### src/design/chord_key_debounce_latch_assert.svh
// ----------------------------------------------------------------------------
// Chord key debounce latch assertion macros
// Concurrent assertion helpers, present in simulation and empty in synthesis.
// ----------------------------------------------------------------------------
`ifndef CHORD_KEY_DEBOUNCE_LATCH_ASSERT_SVH
`define CHORD_KEY_DEBOUNCE_LATCH_ASSERT_SVH

`ifndef SYNTHESIS

// Checked on every rising clock edge outside reset.
`define CKDL_ASSERT(lbl, prop) \
	lbl: assert property (@(posedge clk) disable iff (!arst_n) (prop)) \
		else $error("ckdl assertion failed");

// Checked on every rising clock edge, also during reset.
`define CKDL_ASSERT_ALWAYS(lbl, prop) \
	lbl: assert property (@(posedge clk) (prop)) \
		else $error("ckdl assertion failed");

`else

`define CKDL_ASSERT(lbl, prop)
`define CKDL_ASSERT_ALWAYS(lbl, prop)

`endif

`endif

### src/design/ckdl_pkg.sv
// ----------------------------------------------------------------------------
// Chord key debounce latch package
// Widths, vector masks, register indexes and reset values of the block.
// ----------------------------------------------------------------------------
package ckdl_pkg;

	// Width of the stability counter; it saturates at its all-ones value.
	localparam int COUNT_WIDTH = 16;
	localparam logic [COUNT_WIDTH-1:0] COUNT_MAX = {COUNT_WIDTH{1'b1}};

	localparam int KEY_WIDTH = 5;
	localparam int VEC_WIDTH = 2 * KEY_WIDTH;

	// Modifier switches sit at vector bits 3, 4, 8 and 9; the rest are chord bits.
	localparam logic [VEC_WIDTH-1:0] MOD_KEEP_MASK = 10'b11_0001_1000;

	// Configuration register indexes (byte address is four times the index).
	typedef enum logic [2:0] {
		REG_SIDE_SELECT = 3'd0,
		REG_MOD_CODE_0  = 3'd1,
		REG_MOD_CODE_1  = 3'd2,
		REG_MOD_CODE_2  = 3'd3,
		REG_MOD_CODE_3  = 3'd4,
		REG_ALT_BITS    = 3'd5,
		REG_GUI_BITS    = 3'd6,
		REG_THRESHOLD   = 3'd7
	} reg_idx_t;

	localparam logic [7:0] MOD_CODE_0_RST = 8'd1;
	localparam logic [7:0] MOD_CODE_1_RST = 8'd2;
	localparam logic [7:0] MOD_CODE_2_RST = 8'd4;
	localparam logic [7:0] MOD_CODE_3_RST = 8'd8;
	localparam logic [7:0] ALT_BITS_RST   = 8'd4;
	localparam logic [7:0] GUI_BITS_RST   = 8'd8;
	localparam logic [7:0] THRESHOLD_RST  = 8'd15;

	// Chord code: vector bits 2..0 then bits 7..5.
	function automatic logic [5:0] chord_of(input logic [VEC_WIDTH-1:0] v);
		chord_of = {v[7:5], v[2:0]};
	endfunction

	// Modifier switch states 3..0 taken from vector bits 9, 8, 4, 3.
	function automatic logic [3:0] mod_sw_of(input logic [VEC_WIDTH-1:0] v);
		mod_sw_of = {v[9:8], v[4:3]};
	endfunction

endpackage

### src/design/chord_key_debounce_latch.sv
// ----------------------------------------------------------------------------
// Chord key debounce latch
// Joins two switch halves, debounces the key vector and decodes chord and
// modifier outputs once per scan beat.
// ----------------------------------------------------------------------------
// Usage:
//   Each input beat on s_tvalid/s_tready/s_tdata carries one scan tick: the
//   local and remote 5-bit switch halves. Every input beat yields exactly one
//   output beat on m_tvalid/m_tready/m_tdata with the chord code, the mapped
//   modifier byte and the fn flag decoded from the updated latch.
//   A beat accepted at a clock edge has its result valid right after that edge.
//   Throughput is one beat per cycle unless m_tready stalls; the debounce state
//   and the decode are updated in a single pass into the output register. When
//   the receiver stalls, the output beat is held and s_tready stays high only if
//   the held beat is taken in the same cycle, so no beat is lost. Reset clears
//   the previous vector, latch, stability counter and release flag, empties the
//   output register and loads the register defaults. The user must write the
//   configuration over the APB port while no beat is in flight; not enforced.
// ----------------------------------------------------------------------------
module chord_key_debounce_latch
	import ckdl_pkg::*;
(
	input  logic        clk,
	input  logic        arst_n,
	// Input stream
	input  logic        s_tvalid,
	output logic        s_tready,
	input  logic [15:0] s_tdata,   // [4:0] local_keys, [9:5] remote_keys, rest zero
	// Output stream
	output logic        m_tvalid,
	input  logic        m_tready,
	output logic [15:0] m_tdata,   // [5:0] chord_code, [13:6] modifier_byte,
	                               // [14] fn_layer, [15] zero
	// Configuration port
	input  logic        psel,
	input  logic        penable,
	input  logic        pwrite,
	input  logic [4:0]  paddr,
	input  logic [31:0] pwdata,
	output logic [31:0] prdata,
	output logic        pready
);

`include "chord_key_debounce_latch_assert.svh"

	// Configuration registers
	logic                   side_select_q;
	logic [7:0]             mod_code_q [4];
	logic [7:0]             alt_bits_q;
	logic [7:0]             gui_bits_q;
	logic [7:0]             threshold_q;

	// Debounce state
	logic [VEC_WIDTH-1:0]   prev_vec_q;
	logic [VEC_WIDTH-1:0]   latch_vec_q;
	logic [COUNT_WIDTH-1:0] count_q;
	logic                   pending_q;

	// Output register
	logic                   out_valid_q;
	logic [5:0]             out_chord_q;
	logic [7:0]             out_mod_q;
	logic                   out_fn_q;

	logic                   in_beat;
	logic                   cfg_wr;
	reg_idx_t               cfg_idx;
	logic [KEY_WIDTH-1:0]   local_keys;
	logic [KEY_WIDTH-1:0]   remote_keys;
	logic [VEC_WIDTH-1:0]   now_vec;
	logic                   pending_nxt;
	logic [COUNT_WIDTH-1:0] count_nxt;
	logic [VEC_WIDTH-1:0]   latch_nxt;
	logic [3:0]             mod_sw;
	logic [7:0]             mod_raw;
	logic                   fn_nxt;
	logic [7:0]             mod_nxt;

	// Handshakes
	assign s_tready = !out_valid_q || m_tready;
	assign in_beat  = s_tvalid && s_tready;
	assign pready   = 1'b1;
	assign cfg_wr   = psel && penable && pwrite && pready;
	assign cfg_idx  = reg_idx_t'(paddr[4:2]);

	// Configuration write
	always_ff @(posedge clk or negedge arst_n) begin
		if (!arst_n) begin
			side_select_q <= 1'b0;
			mod_code_q[0] <= MOD_CODE_0_RST;
			mod_code_q[1] <= MOD_CODE_1_RST;
			mod_code_q[2] <= MOD_CODE_2_RST;
			mod_code_q[3] <= MOD_CODE_3_RST;
			alt_bits_q    <= ALT_BITS_RST;
			gui_bits_q    <= GUI_BITS_RST;
			threshold_q   <= THRESHOLD_RST;
		end else if (cfg_wr) begin
			case (cfg_idx)
				REG_SIDE_SELECT: side_select_q <= pwdata[0];
				REG_MOD_CODE_0:  mod_code_q[0] <= pwdata[7:0];
				REG_MOD_CODE_1:  mod_code_q[1] <= pwdata[7:0];
				REG_MOD_CODE_2:  mod_code_q[2] <= pwdata[7:0];
				REG_MOD_CODE_3:  mod_code_q[3] <= pwdata[7:0];
				REG_ALT_BITS:    alt_bits_q    <= pwdata[7:0];
				REG_GUI_BITS:    gui_bits_q    <= pwdata[7:0];
				REG_THRESHOLD:   threshold_q   <= pwdata[7:0];
				default: ;
			endcase
		end
	end

	// Configuration read
	always_comb begin
		case (cfg_idx)
			REG_SIDE_SELECT: prdata = {31'd0, side_select_q};
			REG_MOD_CODE_0:  prdata = {24'd0, mod_code_q[0]};
			REG_MOD_CODE_1:  prdata = {24'd0, mod_code_q[1]};
			REG_MOD_CODE_2:  prdata = {24'd0, mod_code_q[2]};
			REG_MOD_CODE_3:  prdata = {24'd0, mod_code_q[3]};
			REG_ALT_BITS:    prdata = {24'd0, alt_bits_q};
			REG_GUI_BITS:    prdata = {24'd0, gui_bits_q};
			REG_THRESHOLD:   prdata = {24'd0, threshold_q};
			default:         prdata = 32'd0;
		endcase
	end

	// Join the halves into the key vector.
	assign local_keys  = s_tdata[KEY_WIDTH-1:0];
	assign remote_keys = s_tdata[VEC_WIDTH-1:KEY_WIDTH];
	assign now_vec     = side_select_q ? {remote_keys, local_keys}
	                                   : {local_keys, remote_keys};

	// Debounce update: release tracking, saturating count and latch load.
	always_comb begin
		pending_nxt = pending_q;
		if ((chord_of(prev_vec_q) & ~chord_of(now_vec)) != 6'd0) begin
			pending_nxt = 1'b1;
		end
		if (chord_of(now_vec) == 6'd0) begin
			pending_nxt = 1'b0;
		end

		if (prev_vec_q == now_vec) begin
			count_nxt = (count_q == COUNT_MAX) ? count_q : count_q + 1'b1;
		end else begin
			count_nxt = '0;
		end

		latch_nxt = latch_vec_q;
		if (count_nxt > {{(COUNT_WIDTH-8){1'b0}}, threshold_q}) begin
			latch_nxt = now_vec;
		end
		if (pending_nxt) begin
			latch_nxt = latch_nxt & MOD_KEEP_MASK;
		end
	end

	// Decode the updated latch into modifier byte and fn flag.
	always_comb begin
		mod_sw  = mod_sw_of(latch_nxt);
		mod_raw = 8'd0;
		for (int i = 0; i < 4; i++) begin
			if (mod_sw[i]) begin
				mod_raw = mod_raw | mod_code_q[i];
			end
		end
		fn_nxt  = ((mod_raw & alt_bits_q) != 8'd0) && ((mod_raw & gui_bits_q) != 8'd0);
		mod_nxt = fn_nxt ? (mod_raw & ~(alt_bits_q | gui_bits_q)) : mod_raw;
	end

	// State registers
	always_ff @(posedge clk or negedge arst_n) begin
		if (!arst_n) begin
			prev_vec_q  <= '0;
			latch_vec_q <= '0;
			count_q     <= '0;
			pending_q   <= 1'b0;
		end else if (in_beat) begin
			prev_vec_q  <= now_vec;
			latch_vec_q <= latch_nxt;
			count_q     <= count_nxt;
			pending_q   <= pending_nxt;
		end
	end

	// Output valid
	always_ff @(posedge clk or negedge arst_n) begin
		if (!arst_n) begin
			out_valid_q <= 1'b0;
		end else if (s_tready) begin
			out_valid_q <= s_tvalid;
		end
	end

	// Output payload
	always_ff @(posedge clk) begin
		if (in_beat) begin
			out_chord_q <= chord_of(latch_nxt);
			out_mod_q   <= mod_nxt;
			out_fn_q    <= fn_nxt;
		end
	end

	assign m_tvalid = out_valid_q;
	assign m_tdata  = {1'b0, out_fn_q, out_mod_q, out_chord_q};

	// While a release is pending the latch holds modifier bits only.
	`CKDL_ASSERT_ALWAYS(a_pending_chord_clear,
		pending_q |-> ((latch_vec_q & ~MOD_KEEP_MASK) == '0))
	// Every accepted beat leaves a result in the output register.
	`CKDL_ASSERT(a_beat_gives_result, in_beat |=> m_tvalid)
	// A changed vector restarts the stability count.
	`CKDL_ASSERT(a_change_clears_count,
		(in_beat && (now_vec != prev_vec_q)) |=> (count_q == '0))
	// The counter holds at its maximum on a repeated vector.
	`CKDL_ASSERT(a_count_saturates,
		(in_beat && (now_vec == prev_vec_q) && (count_q == COUNT_MAX)) |=>
		(count_q == COUNT_MAX))

endmodule
### config.mk
export PLATFORM = sky130hd
export DESIGN_NAME = chord_key_debounce_latch
export DESIGN_NICKNAME = d
export VERILOG_FILES = /design/src/design/ckdl_pkg.sv /design/src/design/chord_key_debounce_latch.sv
export VERILOG_INCLUDE_DIRS = /design/src /design/src/design
export SDC_FILE = /design/constraint.sdc
export NUM_CORES = 1
export LEC_CHECK = 0
export ABC_CLOCK_PERIOD_IN_PS = 10500
export CAP_MARGIN = 20
export CORE_MARGIN = 3
export CORE_UTILIZATION = 65
export CTS_CLUSTER_DIAMETER = 30
export DETAILED_ROUTE_END_ITERATION = 16
export DONT_BUFFER_PORTS = 1
export PLACE_DENSITY = 0.81
export SLEW_MARGIN = 25
export SYNTH_ARGS = -nofsm -noshare
export SYNTH_HDL_FRONTEND = slang
export SYNTH_SLANG_ARGS = --single-unit
### constraint.sdc
create_clock -name clk -period 10.5 [get_ports clk]
set_clock_uncertainty 0.1 [all_clocks]
set_input_delay 2.1 -clock clk [delete_from_list [all_inputs] [get_ports clk]]
set_output_delay 2.1 -clock clk [all_outputs]
set_load 0.01 [all_outputs]
# --- Yosys cells after proc, flatten, opt, wreduce, memory -nomap -nowiden ---
# Index checks and enable logic that the tools add are counted.
totals:
  ff_bits: 110
  output_inout_bits: 51
  in_bits: 60
  elab_cells: 69
classes:
  n_reduce_logical: 19
  eq_ne: 9
  muxes: 13
  magnitude_cmp: 1
  add_sub_neg: 1
  bitwise: 10
ops:
  columns: ["operator", "n"]
  rows:
  - ["$pmux 32 s8", 1]
  - ["$mux 8", 6]
  - ["$mux 16", 2]
  - ["$or 8x8->8", 4]
  - ["$and 8x8->8", 3]
  - ["$mux 10", 2]
  - ["$add 16x1->16 const B", 1]
  - ["$eq 16x16->1 const B", 1]
  - ["$gt 16x8->1", 1]
  - ["$reduce_and 2->1", 8]
  - ["$reduce_bool 8->1", 2]
  - ["$eq 3x3->1 const B", 4]
  - ["$eq 10x10->1", 1]
  - ["$not 8->8", 1]
  - ["$and 6x6->6", 1]
  - ["$eq 3x2->1 const B", 2]
  - ["$logic_not 6->1", 1]
  - ["$not 6->6", 1]
  - ["$reduce_bool 6->1", 1]
  - ["$logic_and 1x1->1", 4]
  - ["$eq 3x1->1 const B", 1]
  - ["$logic_not 3->1", 1]
  - ["$mux 1", 2]
  - ["$logic_not 1->1", 1]
  - ["$logic_or 1x1->1", 1]

# --- Logic depth before layout (Yosys ltp) ---
depth:
  depth_word: 18
  ltp_mapped: 21

# --- Worst setup path after synthesis ---
# No wires, ideal clock.
synth_timing:
  path_kind: "in2reg"
  start: "input s_tdata[8]"
  end: "register out_fn_q (data pin)"
  n_path_buf: 3
  path_slack_ps: 3779
  path_stages: 19
  setup_time_ps: 255
  arrival_time_ps: 6366
  t_required_ps: 10145
  path_cell_list: "or4_1 -> nand2_1 -> a21oi_1 -> or4b_1 -> clkbuf_1 -> buf_1 -> nor2_1 -> ha_1 -> and3_1 -> a221oi_1 -> o21ba_2 -> o2111ai_4 -> o31a_1 -> buf_4 -> mux2i_1 -> a22o_1 -> a2111oi_4 -> nand3_2 -> and2_1"
synth_via:
  elab_chain_cells: 16
  word_cells_on_any_way: 18
  classes_between: "order compare: 1; eq/ne: 1; mux: 8; bitwise: 5; reduce/logical: 3"
synth_lines:
  columns: ["element", "line_no", "text"]
  rows:
  - ["start: declaration", "chord_key_debounce_latch.sv:28", "input logic [15:0] s_tdata,"]
  - ["$mux 10 (*)", "chord_key_debounce_latch.sv:130", "assign now_vec = side_select_q ? {remote_keys, local_keys}"]
  - ["$eq 10x10->1 (*)", "chord_key_debounce_latch.sv:143", "if (prev_vec_q == now_vec) begin"]
  - ["$mux 16 (*)", "chord_key_debounce_latch.sv:143", null]
  - ["named net count_nxt[1]", "chord_key_debounce_latch.sv:72", "logic [COUNT_WIDTH-1:0] count_nxt;"]
  - ["$gt 16x8->1 (*)", "chord_key_debounce_latch.sv:150", "if (count_nxt > {{(COUNT_WIDTH-8){1'b0}}, threshold_q}) begin"]
  - ["$mux 10 (*)", "chord_key_debounce_latch.sv:150", null]
  - ["$mux 8", "chord_key_debounce_latch.sv:153", "if (pending_nxt) begin"]
  - ["$mux 8", "chord_key_debounce_latch.sv:163", "if (mod_sw[i]) begin"]
  - ["(+2 left out)", null, null]
  - ["$or 8x8->8", "chord_key_debounce_latch.sv:164", "mod_raw = mod_raw | mod_code_q[i];"]
  - ["$mux 8", "chord_key_debounce_latch.sv:163", null]
  - ["$or 8x8->8", "chord_key_debounce_latch.sv:164", null]
  - ["$mux 8 (*)", "chord_key_debounce_latch.sv:163", null]
  - ["$and 8x8->8", "chord_key_debounce_latch.sv:167", "fn_nxt = ((mod_raw & alt_bits_q) != 8'd0) && ((mod_raw & gui_bits_q) != 8'd0);"]
  - ["$reduce_bool 8->1", "chord_key_debounce_latch.sv:167", null]
  - ["$logic_and 1x1->1 (*)", "chord_key_debounce_latch.sv:167", null]
  - ["named net fn_nxt", "chord_key_debounce_latch.sv:76", "logic fn_nxt;"]
  - ["end signal: assignment", "chord_key_debounce_latch.sv:200", "out_fn_q <= fn_nxt;"]
  - ["end: declaration", "chord_key_debounce_latch.sv:63", "logic out_fn_q;"]
# The timed path passes the listed nets; every way through them passes the cells marked *.
# A chain may end at the register's enable or synchronous reset.

# --- Worst setup path after layout ---
layout_timing:
  start: "input s_tdata[8]"
  end: "register out_mod_q[7] (data pin)"
layout_via:
  elab_chain_cells: 17
  word_cells_on_any_way: 20
  classes_between: "order compare: 1; eq/ne: 1; mux: 9; bitwise: 6; reduce/logical: 3"
layout_lines:
  columns: ["element", "line_no", "text"]
  rows:
  - ["$mux 10 (*)", "chord_key_debounce_latch.sv:130", null]
  - ["$eq 10x10->1 (*)", "chord_key_debounce_latch.sv:143", null]
  - ["$mux 16 (*)", "chord_key_debounce_latch.sv:143", null]
  - ["named net count_nxt[2]", "chord_key_debounce_latch.sv:72", null]
  - ["$gt 16x8->1 (*)", "chord_key_debounce_latch.sv:150", null]
  - ["$mux 10 (*)", "chord_key_debounce_latch.sv:150", null]
  - ["$mux 8", "chord_key_debounce_latch.sv:153", null]
  - ["$mux 8", "chord_key_debounce_latch.sv:163", null]
  - ["(+3 left out)", null, null]
  - ["$mux 8", "chord_key_debounce_latch.sv:163", null]
  - ["$or 8x8->8", "chord_key_debounce_latch.sv:164", null]
  - ["$mux 8 (*)", "chord_key_debounce_latch.sv:163", null]
  - ["$and 8x8->8", "chord_key_debounce_latch.sv:167", null]
  - ["$reduce_bool 8->1", "chord_key_debounce_latch.sv:167", null]
  - ["$logic_and 1x1->1", "chord_key_debounce_latch.sv:167", null]
  - ["$mux 8 (*)", "chord_key_debounce_latch.sv:168", "mod_nxt = fn_nxt ? (mod_raw & ~(alt_bits_q | gui_bits_q)) : mod_raw;"]
  - ["named net mod_nxt[7]", "chord_key_debounce_latch.sv:77", "logic [7:0] mod_nxt;"]
  - ["end signal: assignment", "chord_key_debounce_latch.sv:199", "out_mod_q <= mod_nxt;"]
  - ["end: declaration", "chord_key_debounce_latch.sv:62", "logic [7:0] out_mod_q;"]
# Marks and branches as above.

==> results.tsv <==
stage	metric	value	unit
status	status	finished, final reports clean	
clock_network	# resized after CTS	0	
synth	EDFF count, synth	15	
synth	Unique masters post-synth	79	
grt	gr ovfl total	0	
grt	initial antenna violation count	0	
power_and_ir_drop	Int Pwr	723.9	uW
timing	endpoints failing setup	0	
clock_network	Setup Fix Bufs, Post-CTS	0	
critical_path	Worst Setup SP	s_tdata[8]	
detailed_routing	Antenna Nets Post-Route	0	
synth	post-synthesis sequential area ratio	41.23	%
power_and_ir_drop	Power Dens Cells	151.9	nW/um2
synth	post-synthesis async set-or-reset flop share	86.36	%
timing	Worst-Margin Slew	1.014	ns
critical_path	CP Capture Point	out_mod_q[7]	
power_and_ir_drop	Seq pwr share	53.1	%
timing	Fmax achieved	133.2	MHz
layout	Final Non-Filler Cells	813	
critical_path	r2r setup slk	3.86	ns
placed_design	RD Place Congestion	0.9534	
detailed_routing	Via Count	5545	
layout	final layout net count	750	
critical_path	r2r startpoint	side_select_q	
timing	Final Max Tran Viols	0	
synth	Syn Inst Count	693	
layout	multi-input logic area	3725	um2
layout	fin util	70.19	%
power_and_ir_drop	clock network power share	25.2	%
critical_path	crit path kind	in -> reg	
timing	endpoints failing hold	0	
clock_network	TritonCTS clock tree	done	
clock_network	clk buf depth	2	
critical_path	depth of the worst register-to-register path	16	
clock_network	cts hold-fix bufs	0	
power_and_ir_drop	Sw Ratio	32.39	%
clock_network	H-Tree Level Count	3	
power_and_ir_drop	combinational share of power	21.8	%
layout	storage element area	2840	um2
detailed_routing	DRT Wirelength	17510	um
synth	top cells by area, synth	dfrtp_1, mux2_2, edfxtp_1	
timing	unrepaired setup endpoints after global routing	false	
layout	area delta synth->final	2.343	%
power_and_ir_drop	Lkg Pwr	3.041	nW
critical_path	Arrival @ worst endpoint	7.60	ns
grt	GRT Total Usage	31.29	%
timing	max_slew headroom	32.13	%
layout	layout cells sized above 1	18.53	%
die	Core Region	10040	um2
clock_network	clock slew at reported path FFs	0.10	ns
synth	Main synth FF type	dfrtp_1	
synth	most frequent cell after synthesis	nand2_1	
clock_network	Clock Sinks	110	
detailed_routing	wire per inst	21.54	um
critical_path	Critical Path End Type	flop	
critical_path	RR Endpoint	out_mod_q[7]	
die	Std-Cell Rows	36	
timing	final worst-path cycle share	71.50	%
timing	Final TNS setup	0	ns
critical_path	critical path peak fanout	22	
grt	vias in the first global route	5276	
grt	first-pass GRT wire length	28150	um
detailed_routing	initial drt markers	649	
detailed_routing	residual DRC count	0	
die	Die Wd	109.0	um
die	IO Pins	111	
synth	Cell Area, Synth	6889	um2
worst_hold_path	hold crit path type	reg -> reg	
die	Die ar.	11870	um2
timing	minimum clock period	7.508	ns
timing	hold_ws	0.3956	ns
clock_network	root buffer cell	clkbuf_8	
clock_network	number of CTS-inserted buffers	9	
power_and_ir_drop	VDD IR max	126.3	uV
synth	share of the synthesized area in the top cell type	30.88	%
grt	pin count of the biggest net entering global routing	96	
placed_design	PortBufs	0	
flow_run	max cap viols	0	
critical_path	Worst Setup Start Kind	input port	
synth	Commonest cells post-synth	nand2_1, dfrtp_1, mux2_2	
synth	YS warnings	0	
clock_network	clock insertion delay at the later pin of the skew report	0.40	ns
synth	Synth area leader	dfrtp_1	
critical_path	Critical Path RT	10.59	ns
placed_design	placed insts	797	
die	die height	109.0	um
die	initial core utilization	68.58	%
detailed_routing	routed vias/inst	6.820	
placed_design	post-detail-place hpwl	12240	um
synth	flip-flop and latch count after synthesis	110	
power_and_ir_drop	NetSw	346.8	uW
layout	number of diodes	0	
synth	Synth Area per Inst	9.941	um2
detailed_routing	Initial DRT Pass Iterations	6	
layout	fill cell count	779	
==> critical path, stage by stage <==
cell and delay, ns:
nor4bb_1 0.33, a311o_1 0.19, a21oi_1 0.16, or4b_1 0.93
nor2_1 0.29, ha_1 0.28, and3_1 0.21, a221oi_1 0.37
o21ba_2 0.25, o2111ai_4 0.17, o31ai_4 0.72, a22oi_4 0.29
and3_1 0.29, a2111oi_4 0.36, nand3_2 0.29, a31oi_1 0.35
==> cell families (layout without fill, tap and decap cells) <==
kind of cell	Yosys count	in the layout	synth area share (%)
AOI/OAI and AO/OA	163	163	17.76
xor gates and xnor gates	9	9	1.144
adders and majority gates	15	15	2.724
buffers and inverters	80	43	6.048
DFF	110	110	41.23
muxes	80	80	13.69
other	2	26	0.1090
and+or+nand+nor	234	234	17.29
==> layout make-up <==
class / count / area share [%]
Multi-Input combinational cell: 527 / 52.83
Sequential cell: 110 / 40.28
Clock buffer: 12 / 2.502
Tap cell: 133 / 2.360
Inverter: 25 / 1.331
Clock inverter: 4 / 0.4791
Timing Repair Buffer: 2 / 0.2130
==> worst min path at each step <==
stage                         from        endpoint  slack [ns]  depth (start not counted)
floorplan           latch_vec_q[0]  latch_vec_q[0]        0.35                          2
global placement    latch_vec_q[2]  latch_vec_q[2]        0.36                          2
detailed placement  latch_vec_q[5]  latch_vec_q[5]        0.37                          2
CTS                 latch_vec_q[5]  latch_vec_q[5]        0.39                          2
global route        latch_vec_q[5]  latch_vec_q[5]        0.41                          2
finish              latch_vec_q[5]  latch_vec_q[5]        0.40                          2
==> flip-flops by register name, indices dropped and copies added, names as in the netlist <==
signal         cells
gui_bits_q         8
prev_vec_q        10
out_fn_q           1
threshold_q        8
out_chord_q        6
m_tvalid           1
side_select_q      1
count_q           16
pending_q          1
mod_code_q        32
latch_vec_q       10
alt_bits_q         8
out_mod_q          8
==> metrics by stage <==
stage | power (mW) | setup slack, ns | area, um2
finish | 1.071 | 2.992 | 7051
global route | 1.121 | 2.796 | 7051
CTS | 1.069 | 3.137 | 7051
detailed placement | 0.8019 | 2.757 | 6840
global placement | 0.7874 | 2.809 | 6838
floorplan | 0.7439 | 3.779 | 6979
==> cells in the final DEF, fill, tap and decap left out, types with 6 or more instances in the layout <==
| cell type | n |
|---|---|
| dfrtp_1 | 85 |
| a22oi_1 | 15 |
| edfxtp_1 | 15 |
| nor2_1 | 49 |
| a31oi_1 | 16 |
| a211oi_1 | 8 |
| nand4_1 | 14 |
| nor4bb_1 | 7 |
| and3_1 | 10 |
| or2_2 | 8 |
| o31ai_1 | 9 |
| mux2i_1 | 14 |
| mux2_2 | 60 |
| xor2_1 | 6 |
| a21oi_1 | 22 |
| nand3_1 | 11 |
| a221oi_1 | 11 |
| clkbuf_8 | 11 |
| ha_1 | 15 |
| nand2_1 | 93 |
| inv_1 | 24 |
| conb_1 | 26 |
| dfstp_2 | 10 |
| o21ai_0 | 36 |
==> per-layer routing <==
layer	wire length (um)	track usage [%]
met5	0	0
met4	527	12.98
met3	1708	8.230
met2	8116	47.46
met1	7154	42.74
==> power groups by stage <==
stage,combinational [mW],clock (mW),sequential (mW)
detailed placement,0.229,0,0.573
floorplan,0.197,0,0.547
finish,0.233,0.270,0.568
global route,0.256,0.288,0.576
CTS,0.230,0.274,0.565
global placement,0.219,0,0.569
Note: power is estimated with default switching activity, not from simulation.
